<file path="config.mk">
export PLATFORM = sky130hd
export DESIGN_NAME = multiplexed_software_timers
export DESIGN_NICKNAME = d
export VERILOG_FILES = /design/src/rtl/mst_pkg.sv /design/src/rtl/mst_cell.sv /design/src/rtl/multiplexed_software_timers.sv
export VERILOG_INCLUDE_DIRS = /design/src /design/src/rtl
export SDC_FILE = /design/constraint.sdc
export NUM_CORES = 1
export LEC_CHECK = 0
export ABC_AREA = 1
export BUFFER_PORTS_ARGS = -buffer_cell sky130_fd_sc_hd__buf_2
export CORE_MARGIN = 4
export CORE_UTILIZATION = 28
export CTS_BUF_LIST = sky130_fd_sc_hd__clkbuf_4 sky130_fd_sc_hd__clkbuf_8 sky130_fd_sc_hd__clkbuf_16
export CTS_CLUSTER_SIZE = 30
export DETAILED_ROUTE_END_ITERATION = 8
export PLACE_DENSITY = 0.4
export SLEW_MARGIN = 20
export SYNTH_ARGS = -nofsm -noshare
export SYNTH_HDL_FRONTEND = slang
export SYNTH_SLANG_ARGS = --single-unit
</file>
<file path="constraint.sdc">
create_clock -name clk -period 11.7 [get_ports clk]
set_input_delay 2.34 -clock clk [delete_from_list [all_inputs] [get_ports clk]]
set_output_delay 2.34 -clock clk [all_outputs]
set_load 0.05 [all_outputs]
</file>
<file path="src/rtl/multiplexed_software_timers_macros.svh">
// ---------------------------------------------------------------------------
// multiplexed_software_timers_macros
// Assertion macros for the multiplexed software timers block.
// ---------------------------------------------------------------------------
`ifndef MULTIPLEXED_SOFTWARE_TIMERS_MACROS_SVH
`define MULTIPLEXED_SOFTWARE_TIMERS_MACROS_SVH
// implication checked on every clock edge outside reset
`define MST_ASSERT_IMP(label, clk, rst, ante, cons) \
  label: assert property (@(posedge clk) disable iff (rst) (ante) |-> (cons)) \
    else $error("assertion failed");
// implication whose consequent is checked in the cycle after the antecedent
`define MST_ASSERT_NEXT(label, clk, rst, ante, cons) \
  label: assert property (@(posedge clk) disable iff (rst) (ante) |=> (cons)) \
    else $error("assertion failed");
`endif

</file>
<file path="src/rtl/mst_pkg.sv">
// ---------------------------------------------------------------------------
// mst_pkg
// Shared types and constants of the multiplexed software timers.
// ---------------------------------------------------------------------------
package mst_pkg;
  localparam int NUM_TIMERS_DEF = 16;
  localparam int TIME_BITS_DEF  = 32;

  localparam logic [1:0] CMD_DECLARE = 2'd0;
  localparam logic [1:0] CMD_CANCEL  = 2'd1;
  localparam logic [1:0] CMD_EXPIRE  = 2'd2;

  localparam logic [1:0] KIND_EXPIRED  = 2'd0;
  localparam logic [1:0] KIND_DECLARED = 2'd1;
  localparam logic [1:0] KIND_FULL     = 2'd2;
  localparam logic [1:0] KIND_DONE     = 2'd3;

  typedef struct packed {
    logic [1:0]  cmd;
    logic [31:0] current_time;
    logic [31:0] duration;
    logic [3:0]  timer_index;
  } mst_in_t;

  typedef struct packed {
    logic [1:0]  kind;
    logic [3:0]  slot;
    logic        load_valid;
    logic [31:0] load_value;
    logic        last;
  } mst_out_t;
endpackage

</file>
<file path="src/rtl/mst_cell.sv">
// ---------------------------------------------------------------------------
// mst_cell
// One timer slot. Holds its remaining time and live flag; the cells form a
// chain that shifts one position per cycle during a sweep, so every slot
// passes the head of the chain once.
// ---------------------------------------------------------------------------
module mst_cell import mst_pkg::*; #(
  parameter int TIME_BITS = TIME_BITS_DEF
) (
  input  logic                 clk,
  input  logic                 rst,
  input  logic                 shift,
  input  logic                 load_rem,
  input  logic [TIME_BITS-1:0] load_rem_val,
  input  logic                 load_live,
  input  logic                 load_live_val,
  input  logic [TIME_BITS-1:0] prev_rem,
  input  logic                 prev_live,
  output logic [TIME_BITS-1:0] rem,
  output logic                 live
);
  // shift from the neighbor, or direct write from the controller
  always_ff @(posedge clk) begin
    if (rst) begin
      live <= 1'b0;
    end else if (shift) begin
      live <= prev_live;
    end else if (load_live) begin
      live <= load_live_val;
    end
    if (shift) begin
      rem <= prev_rem;
    end else if (load_rem) begin
      rem <= load_rem_val;
    end
  end
endmodule

</file>
<file path="src/rtl/multiplexed_software_timers.sv">
// ---------------------------------------------------------------------------
// multiplexed_software_timers
// Table of relative timers sharing one physical countdown timer.
// ---------------------------------------------------------------------------
// Usage: raise start with an item on cmd_in while busy is low. The item is
// taken at that edge and busy is high from the next cycle. Results appear on
// res with res_valid high for exactly one cycle each; the receiver cannot
// stall. A command first gives expiry items (kind expired) and then one
// final item with last set, which carries the load value when the physical
// timer is reloaded.
// A command that does not age the table passes through the decide and final
// states and then shows its final item; busy falls with that item, and the
// next item can be taken from then on. A command that ages the table rotates
// the chain of NUM_TIMERS cells once, one slot a cycle, giving up to one
// expiry per cycle, and then shows its final item.
// One command is in work at a time.
// Reset (rst, synchronous) frees every slot and clears the pending timer;
// no clearing pass is needed.
// ---------------------------------------------------------------------------
module multiplexed_software_timers import mst_pkg::*; #(
  parameter int NUM_TIMERS = NUM_TIMERS_DEF,
  parameter int TIME_BITS  = TIME_BITS_DEF
) (
  input  logic     clk,
  input  logic     rst,
  input  logic     start,
  input  mst_in_t  cmd_in,
  output logic     busy,
  output logic     res_valid,
  output mst_out_t res
);
  `include "multiplexed_software_timers_macros.svh"

  localparam int SW = (NUM_TIMERS > 1) ? $clog2(NUM_TIMERS) : 1;
  localparam int CW = $clog2(NUM_TIMERS + 1);
  localparam logic [CW-1:0] LAST_POS = CW'(NUM_TIMERS - 1);
  localparam logic [TIME_BITS-1:0] ALL_ONES = '1;

  typedef enum logic [2:0] {S_IDLE, S_DECIDE, S_SWEEP, S_FINAL} state_t;

  state_t               state;
  logic [1:0]           cmd;
  logic [TIME_BITS-1:0] now, dur, elapsed, set_time;
  logic [3:0]           idx;
  logic [SW-1:0]        next_slot, free_slot, new_slot;
  logic                 next_valid, free_found, do_install;
  logic                 cancel_hit;
  logic [CW-1:0]        pos;
  logic [TIME_BITS-1:0] best;
  logic                 best_valid;
  logic [SW-1:0]        best_slot;

  logic [TIME_BITS-1:0] rem [NUM_TIMERS];
  logic                 live [NUM_TIMERS];
  logic [TIME_BITS-1:0] w_rem [NUM_TIMERS];
  logic                 w_live [NUM_TIMERS];
  logic                 ld_rem [NUM_TIMERS];
  logic                 ld_live [NUM_TIMERS];
  logic                 ld_live_val [NUM_TIMERS];
  logic                 shift;

  // head of the chain is cell 0; it feeds the tail with the aged value
  logic                 head_exp;
  logic [TIME_BITS-1:0] head_rem;
  assign head_exp = live[0] && !(elapsed < rem[0]);
  assign head_rem = rem[0] - elapsed;
  assign shift    = (state == S_SWEEP);

  // first free slot search (priority encoder over valid bits)
  always_comb begin
    free_found = 1'b0;
    free_slot  = '0;
    for (int i = NUM_TIMERS - 1; i >= 0; i--) begin
      if (!live[i]) begin
        free_found = 1'b1;
        free_slot  = SW'(i);
      end
    end
  end

  // cell chain
  for (genvar g = 0; g < NUM_TIMERS; g++) begin : g_cell
    localparam int NX = (g + 1) % NUM_TIMERS;
    if (g == NUM_TIMERS - 1) begin : g_tail
      assign w_rem[g]  = head_rem;
      assign w_live[g] = live[0] && !head_exp;
    end else begin : g_mid
      assign w_rem[g]  = rem[NX];
      assign w_live[g] = live[NX];
    end
    mst_cell #(.TIME_BITS(TIME_BITS)) u_cell (
      .clk(clk), .rst(rst), .shift(shift),
      .load_rem(ld_rem[g]), .load_rem_val(dur),
      .load_live(ld_live[g]), .load_live_val(ld_live_val[g]),
      .prev_rem(w_rem[g]), .prev_live(w_live[g]),
      .rem(rem[g]), .live(live[g])
    );
  end

  // direct cell writes: install a declared slot, free a cancelled slot
  always_comb begin
    for (int i = 0; i < NUM_TIMERS; i++) begin
      ld_rem[i]      = 1'b0;
      ld_live[i]     = 1'b0;
      ld_live_val[i] = 1'b0;
    end
    if (state == S_DECIDE && cmd == CMD_DECLARE && free_found) begin
      ld_rem[free_slot] = 1'b1;
      if (do_install) begin
        ld_live[free_slot]     = 1'b1;
        ld_live_val[free_slot] = 1'b1;
      end
    end
    if (state == S_DECIDE && cmd == CMD_CANCEL && {28'd0, idx} < 32'(NUM_TIMERS)) begin
      ld_live[SW'(idx)] = 1'b1;
    end
    // an aging declare goes live once the sweep is done
    if (state == S_FINAL && pos == CW'(NUM_TIMERS) && cmd == CMD_DECLARE) begin
      ld_rem[new_slot]      = 1'b1;
      ld_live[new_slot]     = 1'b1;
      ld_live_val[new_slot] = 1'b1;
    end
  end

  // declare installs without aging unless a timer is pending and it becomes the soonest
  logic [TIME_BITS:0] lhs, rhs;
  logic               shorter;
  assign lhs     = {1'b0, dur} + {1'b0, now};
  assign rhs     = {1'b0, rem[next_slot]} + {1'b0, set_time};
  assign shorter = lhs < rhs;
  assign do_install = !next_valid || !shorter;

  // cancel of the pending slot ages the table
  assign cancel_hit = (cmd == CMD_CANCEL) && ({28'd0, idx} < 32'(NUM_TIMERS)) &&
                      live[SW'(idx)] && next_valid && (next_slot == SW'(idx));

  // controller
  always_ff @(posedge clk) begin
    if (rst) begin
      state      <= S_IDLE;
      busy       <= 1'b0;
      res_valid  <= 1'b0;
      next_valid <= 1'b0;
      next_slot  <= '0;
      set_time   <= '0;
    end else begin
      unique case (state)
        S_IDLE: begin
          res_valid <= 1'b0;
          if (start) begin
            cmd   <= cmd_in.cmd;
            now   <= TIME_BITS'(cmd_in.current_time);
            dur   <= TIME_BITS'(cmd_in.duration);
            idx   <= cmd_in.timer_index;
            busy  <= 1'b1;
            state <= S_DECIDE;
          end
        end
        S_DECIDE: begin
          res_valid  <= 1'b0;
          elapsed    <= now - set_time;
          pos        <= '0;
          best       <= ALL_ONES;
          best_valid <= 1'b0;
          best_slot  <= '0;
          new_slot   <= free_slot;
          res.last   <= 1'b1;
          if (cmd == CMD_DECLARE && !free_found) begin
            res.kind       <= KIND_FULL;
            res.slot       <= '0;
            res.load_valid <= 1'b0;
            res.load_value <= '0;
            state          <= S_FINAL;
          end else if (cmd == CMD_DECLARE && !next_valid) begin
            set_time       <= now;
            next_slot      <= free_slot;
            next_valid     <= 1'b1;
            res.kind       <= KIND_DECLARED;
            res.slot       <= 4'(free_slot);
            res.load_valid <= 1'b1;
            res.load_value <= 32'(dur);
            state          <= S_FINAL;
          end else if (cmd == CMD_DECLARE && !shorter) begin
            res.kind       <= KIND_DECLARED;
            res.slot       <= 4'(free_slot);
            res.load_valid <= 1'b0;
            res.load_value <= '0;
            state          <= S_FINAL;
          end else if (cmd == CMD_DECLARE || cmd == CMD_EXPIRE || cancel_hit) begin
            state <= S_SWEEP;
          end else begin
            res.kind       <= KIND_DONE;
            res.slot       <= '0;
            res.load_valid <= 1'b0;
            res.load_value <= '0;
            state          <= S_FINAL;
          end
        end
        S_SWEEP: begin
          // head cell holds slot pos; it moves to the tail
          res_valid <= head_exp;
          if (head_exp) begin
            res.kind       <= KIND_EXPIRED;
            res.slot       <= 4'(pos);
            res.load_valid <= 1'b0;
            res.load_value <= '0;
            res.last       <= 1'b0;
          end else if (live[0] && head_rem < best) begin
            best       <= head_rem;
            best_slot  <= SW'(pos);
            best_valid <= 1'b1;
          end
          pos <= pos + 1'b1;
          if (pos == LAST_POS) begin
            state <= S_FINAL;
          end
        end
        S_FINAL: begin
          res_valid <= 1'b1;
          busy      <= 1'b0;
          state     <= S_IDLE;
          if (pos == CW'(NUM_TIMERS)) begin
            // a sweep just ran
            res.last <= 1'b1;
            if (cmd == CMD_DECLARE) begin
              set_time       <= now;
              next_slot      <= new_slot;
              next_valid     <= 1'b1;
              res.kind       <= KIND_DECLARED;
              res.slot       <= 4'(new_slot);
              res.load_valid <= 1'b1;
              res.load_value <= 32'(dur);
            end else begin
              next_valid     <= best_valid;
              next_slot      <= best_slot;
              res.kind       <= KIND_DONE;
              res.slot       <= '0;
              res.load_valid <= best_valid;
              if (best_valid) begin
                set_time       <= now;
                res.load_value <= 32'(best);
              end else begin
                res.load_value <= '0;
              end
            end
          end
        end
        default: state <= S_IDLE;
      endcase
    end
  end

  `MST_ASSERT_IMP(a_busy_when_valid, clk, rst, res_valid && !res.last, busy)
  `MST_ASSERT_NEXT(a_start_busy, clk, rst, start && !busy, busy)
  `MST_ASSERT_IMP(a_next_live, clk, rst, !busy && next_valid, live[next_slot])
endmodule

</file>
==> flow_metrics.env <==
export IMPL_h_tree_depth=3
export IMPL_finalCritPeriodShare_pct=68.30
export IMPL_cpPeakStageDelay_ns=0.64
export IMPL_synth_xor_area_share_pct=2.313
export IMPL_clock_latency_ns=0.71
export IMPL_clk_path_buf_depth=3
export IMPL_ys_flop_type="edfxtp_1"
export IMPL_nets=4973
export IMPL_crit_slowest_cell="buf_4"
export IMPL_synth_edf_count=700
export IMPL_grt_overflow=0
export IMPL_setup_tns_ns=0
export IMPL_die_area_um2=156300
export IMPL_routedWlPerCell_um=23.17
export IMPL_cp_start_kind="register"
export IMPL_required_ns=12.04
export IMPL_core_area_um2=148400
export IMPL_clk_pin_slew_ns=0.05
export IMPL_drtPass1Iterations=8
export IMPL_power_density_nw_per_um2=308.6
export IMPL_gp_congestion=0.9129
export IMPL_ys_ff_latch=757
export IMPL_wl_um=157100
export IMPL_combPwrFrac_pct=49.2
export IMPL_dr_first_iter_drc_count=3174
export IMPL_tightest_slew_ns=1.057
export IMPL_fin_crit_ns=7.991
export IMPL_grt_max_degree=163
export IMPL_maxSlewViolCount=0
export IMPL_synth_yosys_seq_area_share_pct=52.73
export IMPL_cts_root_buffer="clkbuf_16"
export IMPL_grt_pass1_wl_um=229300
export IMPL_drcViolationCount=0
export IMPL_leakagePower_uw=0.01899
export IMPL_syn_inst=4673
export IMPL_via_per_inst=5.017
export IMPL_start_util_pct=28.32
export IMPL_post_cts_resized=0
export IMPL_final_util_pct=32.11
export IMPL_critPathKind="reg -> reg"
export IMPL_io_pin_count=115
export IMPL_netlist_area_um2=42020
export IMPL_clock_fmax_mhz=125.1
export IMPL_yosys_warnings=0
export IMPL_finalSetupViolations=0
export IMPL_synthAdderAreaFrac_pct=6.086
export IMPL_ir_worst_vdd_uv=207.0
export IMPL_port_buffers=114
export IMPL_cts_hold_buf=0
export IMPL_outcome="completed"
export IMPL_drive_above_1_share_pct=8.145
export IMPL_intPower_uw=7786
export IMPL_drtAntennaViolNets=0
export IMPL_synth_compound_area_share_pct=16.88
export IMPL_die_y_um=395.4
export IMPL_dp_hpwl_um=104000
export IMPL_critical_path_arrival_ns=8.33
export IMPL_synth_async_reset_ratio_pct=0
export IMPL_worstHoldPathType="reg -> reg"
export IMPL_grt_pass1_vias=33292
export IMPL_postCtsSetupRepairBufs=0
export IMPL_synth_area_mux_share_pct=0
export IMPL_syn_to_final_growth_pct=13.35
export IMPL_syn_num_nets=4948
export IMPL_synthSimpleGateAreaFrac_pct=14.87
export IMPL_pwr_share_clk_pct=19.5
export IMPL_p_sw_uw=6916
export IMPL_final_hold_viol_count=0
export IMPL_critPathMaxFanout=100
export IMPL_synth_cell_types=60
export IMPL_swShare_pct=47.04
export IMPL_grt_setup_unrepaired="false"
export IMPL_grt_util_all_layers_pct=19.63
export IMPL_crit_top_cell="nand2_1"
export IMPL_cts_tree="done"
export IMPL_p_seq_share_pct=31.2
export IMPL_antenna_found_initial=10
export IMPL_skew_ns=0.02528
export IMPL_timing_slew_headroom_pct=29.56
export IMPL_cts_sinks=757
export IMPL_cp_end_kind="register"
export IMPL_maxCapViolCount=0
export IMPL_avgSynthCellArea_um2=8.993
export IMPL_vias=34021
export IMPL_dieWidth_um=395.4
export IMPL_fp_row_count=141
export IMPL_numCtsBuffers=91
export IMPL_synth_top_family_by_area="compound AO/OA/AOI/OAI gates"
## power groups by stage
stage | sequential, µW | combinational [µW] | clock, µW
2_1_floorplan | 4470 | 4670 | 0
3_3_place_gp | 4640 | 7240 | 0
3_5_place_dp | 4640 | 7250 | 0
4_1_cts | 4590 | 7280 | 2950
5_1_grt | 4660 | 8060 | 3060
6_report | 4590 | 7240 | 2870
## kinds of logic (layout without fill, tap and decap cells)
group	Yosys count	after routing
and+or+nand+nor	1498	1498
AOI/OAI and AO/OA	1333	1333
buffers and inverters	772	875
DFF	757	757
adders and majority gates	202	202
xor gates and xnor gates	111	111
other	0	3
## worst max-delay path: cells and delay by family, from the launching register on
| family | cells | cell delay [ns] |
|---|---|---|
| simple gates | 13 | 2.51 |
| buf+inv | 4 | 1.70 |
| compound gates | 7 | 1.69 |
| fa+ha+maj | 3 | 1.02 |
| flops | 1 | 0.50 |
## worst paths after layout
path	startpoint	to	slack, ns	depth (start not counted)
worst min-delay path	set_time[27]	set_time[27]	0.50	2
worst max-delay path	next_slot[0]	res[3]	3.71	27
worst min register to register	set_time[27]	set_time[27]	0.50	2
worst max register to register	next_slot[0]	res[3]	3.71	27
## Yosys cell counts, types with 15 or more instances
| cell | n | area (µm²) |
|---|---|---|
| clkbuf_1 | 157 | 589.3 |
| xnor2_1 | 40 | 350.3 |
| nand4_1 | 22 | 137.6 |
| buf_2 | 45 | 225.2 |
| nand2_1 | 958 | 3596 |
| buf_1 | 22 | 82.58 |
| a21oi_1 | 475 | 2377 |
| xor2_1 | 71 | 621.9 |
| o21ai_1 | 31 | 155.2 |
| a31oi_1 | 17 | 106.4 |
| a21oi_2 | 22 | 192.7 |
| nor3_1 | 36 | 180.2 |
| inv_1 | 534 | 2004 |
| nor2_1 | 165 | 619.3 |
| dfxtp_1 | 57 | 1141 |
| edfxtp_1 | 700 | 21020 |
| o21ai_0 | 680 | 3403 |
| o211ai_1 | 15 | 112.6 |
| ha_1 | 198 | 2477 |
| a21o_1 | 20 | 150.1 |
| nand3_1 | 275 | 1376 |
## routing by layer
layer  GRT usage [%]  share of wire (%)
met1           28.89                 48
met5               0             0.0045
met4           5.323                2.4
met3           2.211                5.7
met2           30.49                 44
## registers in the layout, indices dropped and copies added (netlist names)
name                count
best                   32
best_slot               4
best_valid              1
busy                    1
cmd                     2
dur                    32
elapsed                32
g_cell.u_cell.live     16
g_cell.u_cell.rem     512
idx                     4
new_slot                4
next_slot               4
next_valid              1
now                    32
pos                     5
res                    40
res_valid               1
set_time               32
state                   2
## per-stage QoR
stage	area [µm²]	hold slack (ns)	power (µW)	std cells	setup slack, ns
after floorplan	42020	0.4450	9132	4673	3.778
after global placement	44660	0.5038	11880	6607	3.775
after detailed placement	44660	0.5055	11880	6607	3.653
after CTS	47630	0.5151	14820	6778	3.659
after global routing	47630	0.5433	15780	6778	3.119
final	47630	0.5030	14700	6781	3.709
## final cells by class
cell class,count,area (µm²)
Clock buffer,127,2589
Clock inverter,44,379.1
Tap cell,2002,2505
Sequential cell,757,22170
Antenna cell,3,7.507
Timing Repair Buffer,162,955.9
Inverter,542,2053
Fill cell,15501,100700
Multi-Input combinational cell,3144,16970
## cell usage in the layout, fill, tap and decap left out, types with 40 or more instances in the layout
master	netlist	routed
dfxtp_1	57	53
edfxtp_1	700	700
nand3_1	275	267
a21oi_1	475	475
ha_1	198	197
nand2_1	958	955
buf_4	3	46
nor2_1	165	162
inv_1	534	530
xnor2_1	40	40
xor2_1	71	71
clkbuf_16	0	93
o21ai_0	680	680
buf_2	45	114
Note: power is estimated with default switching activity, not from simulation.
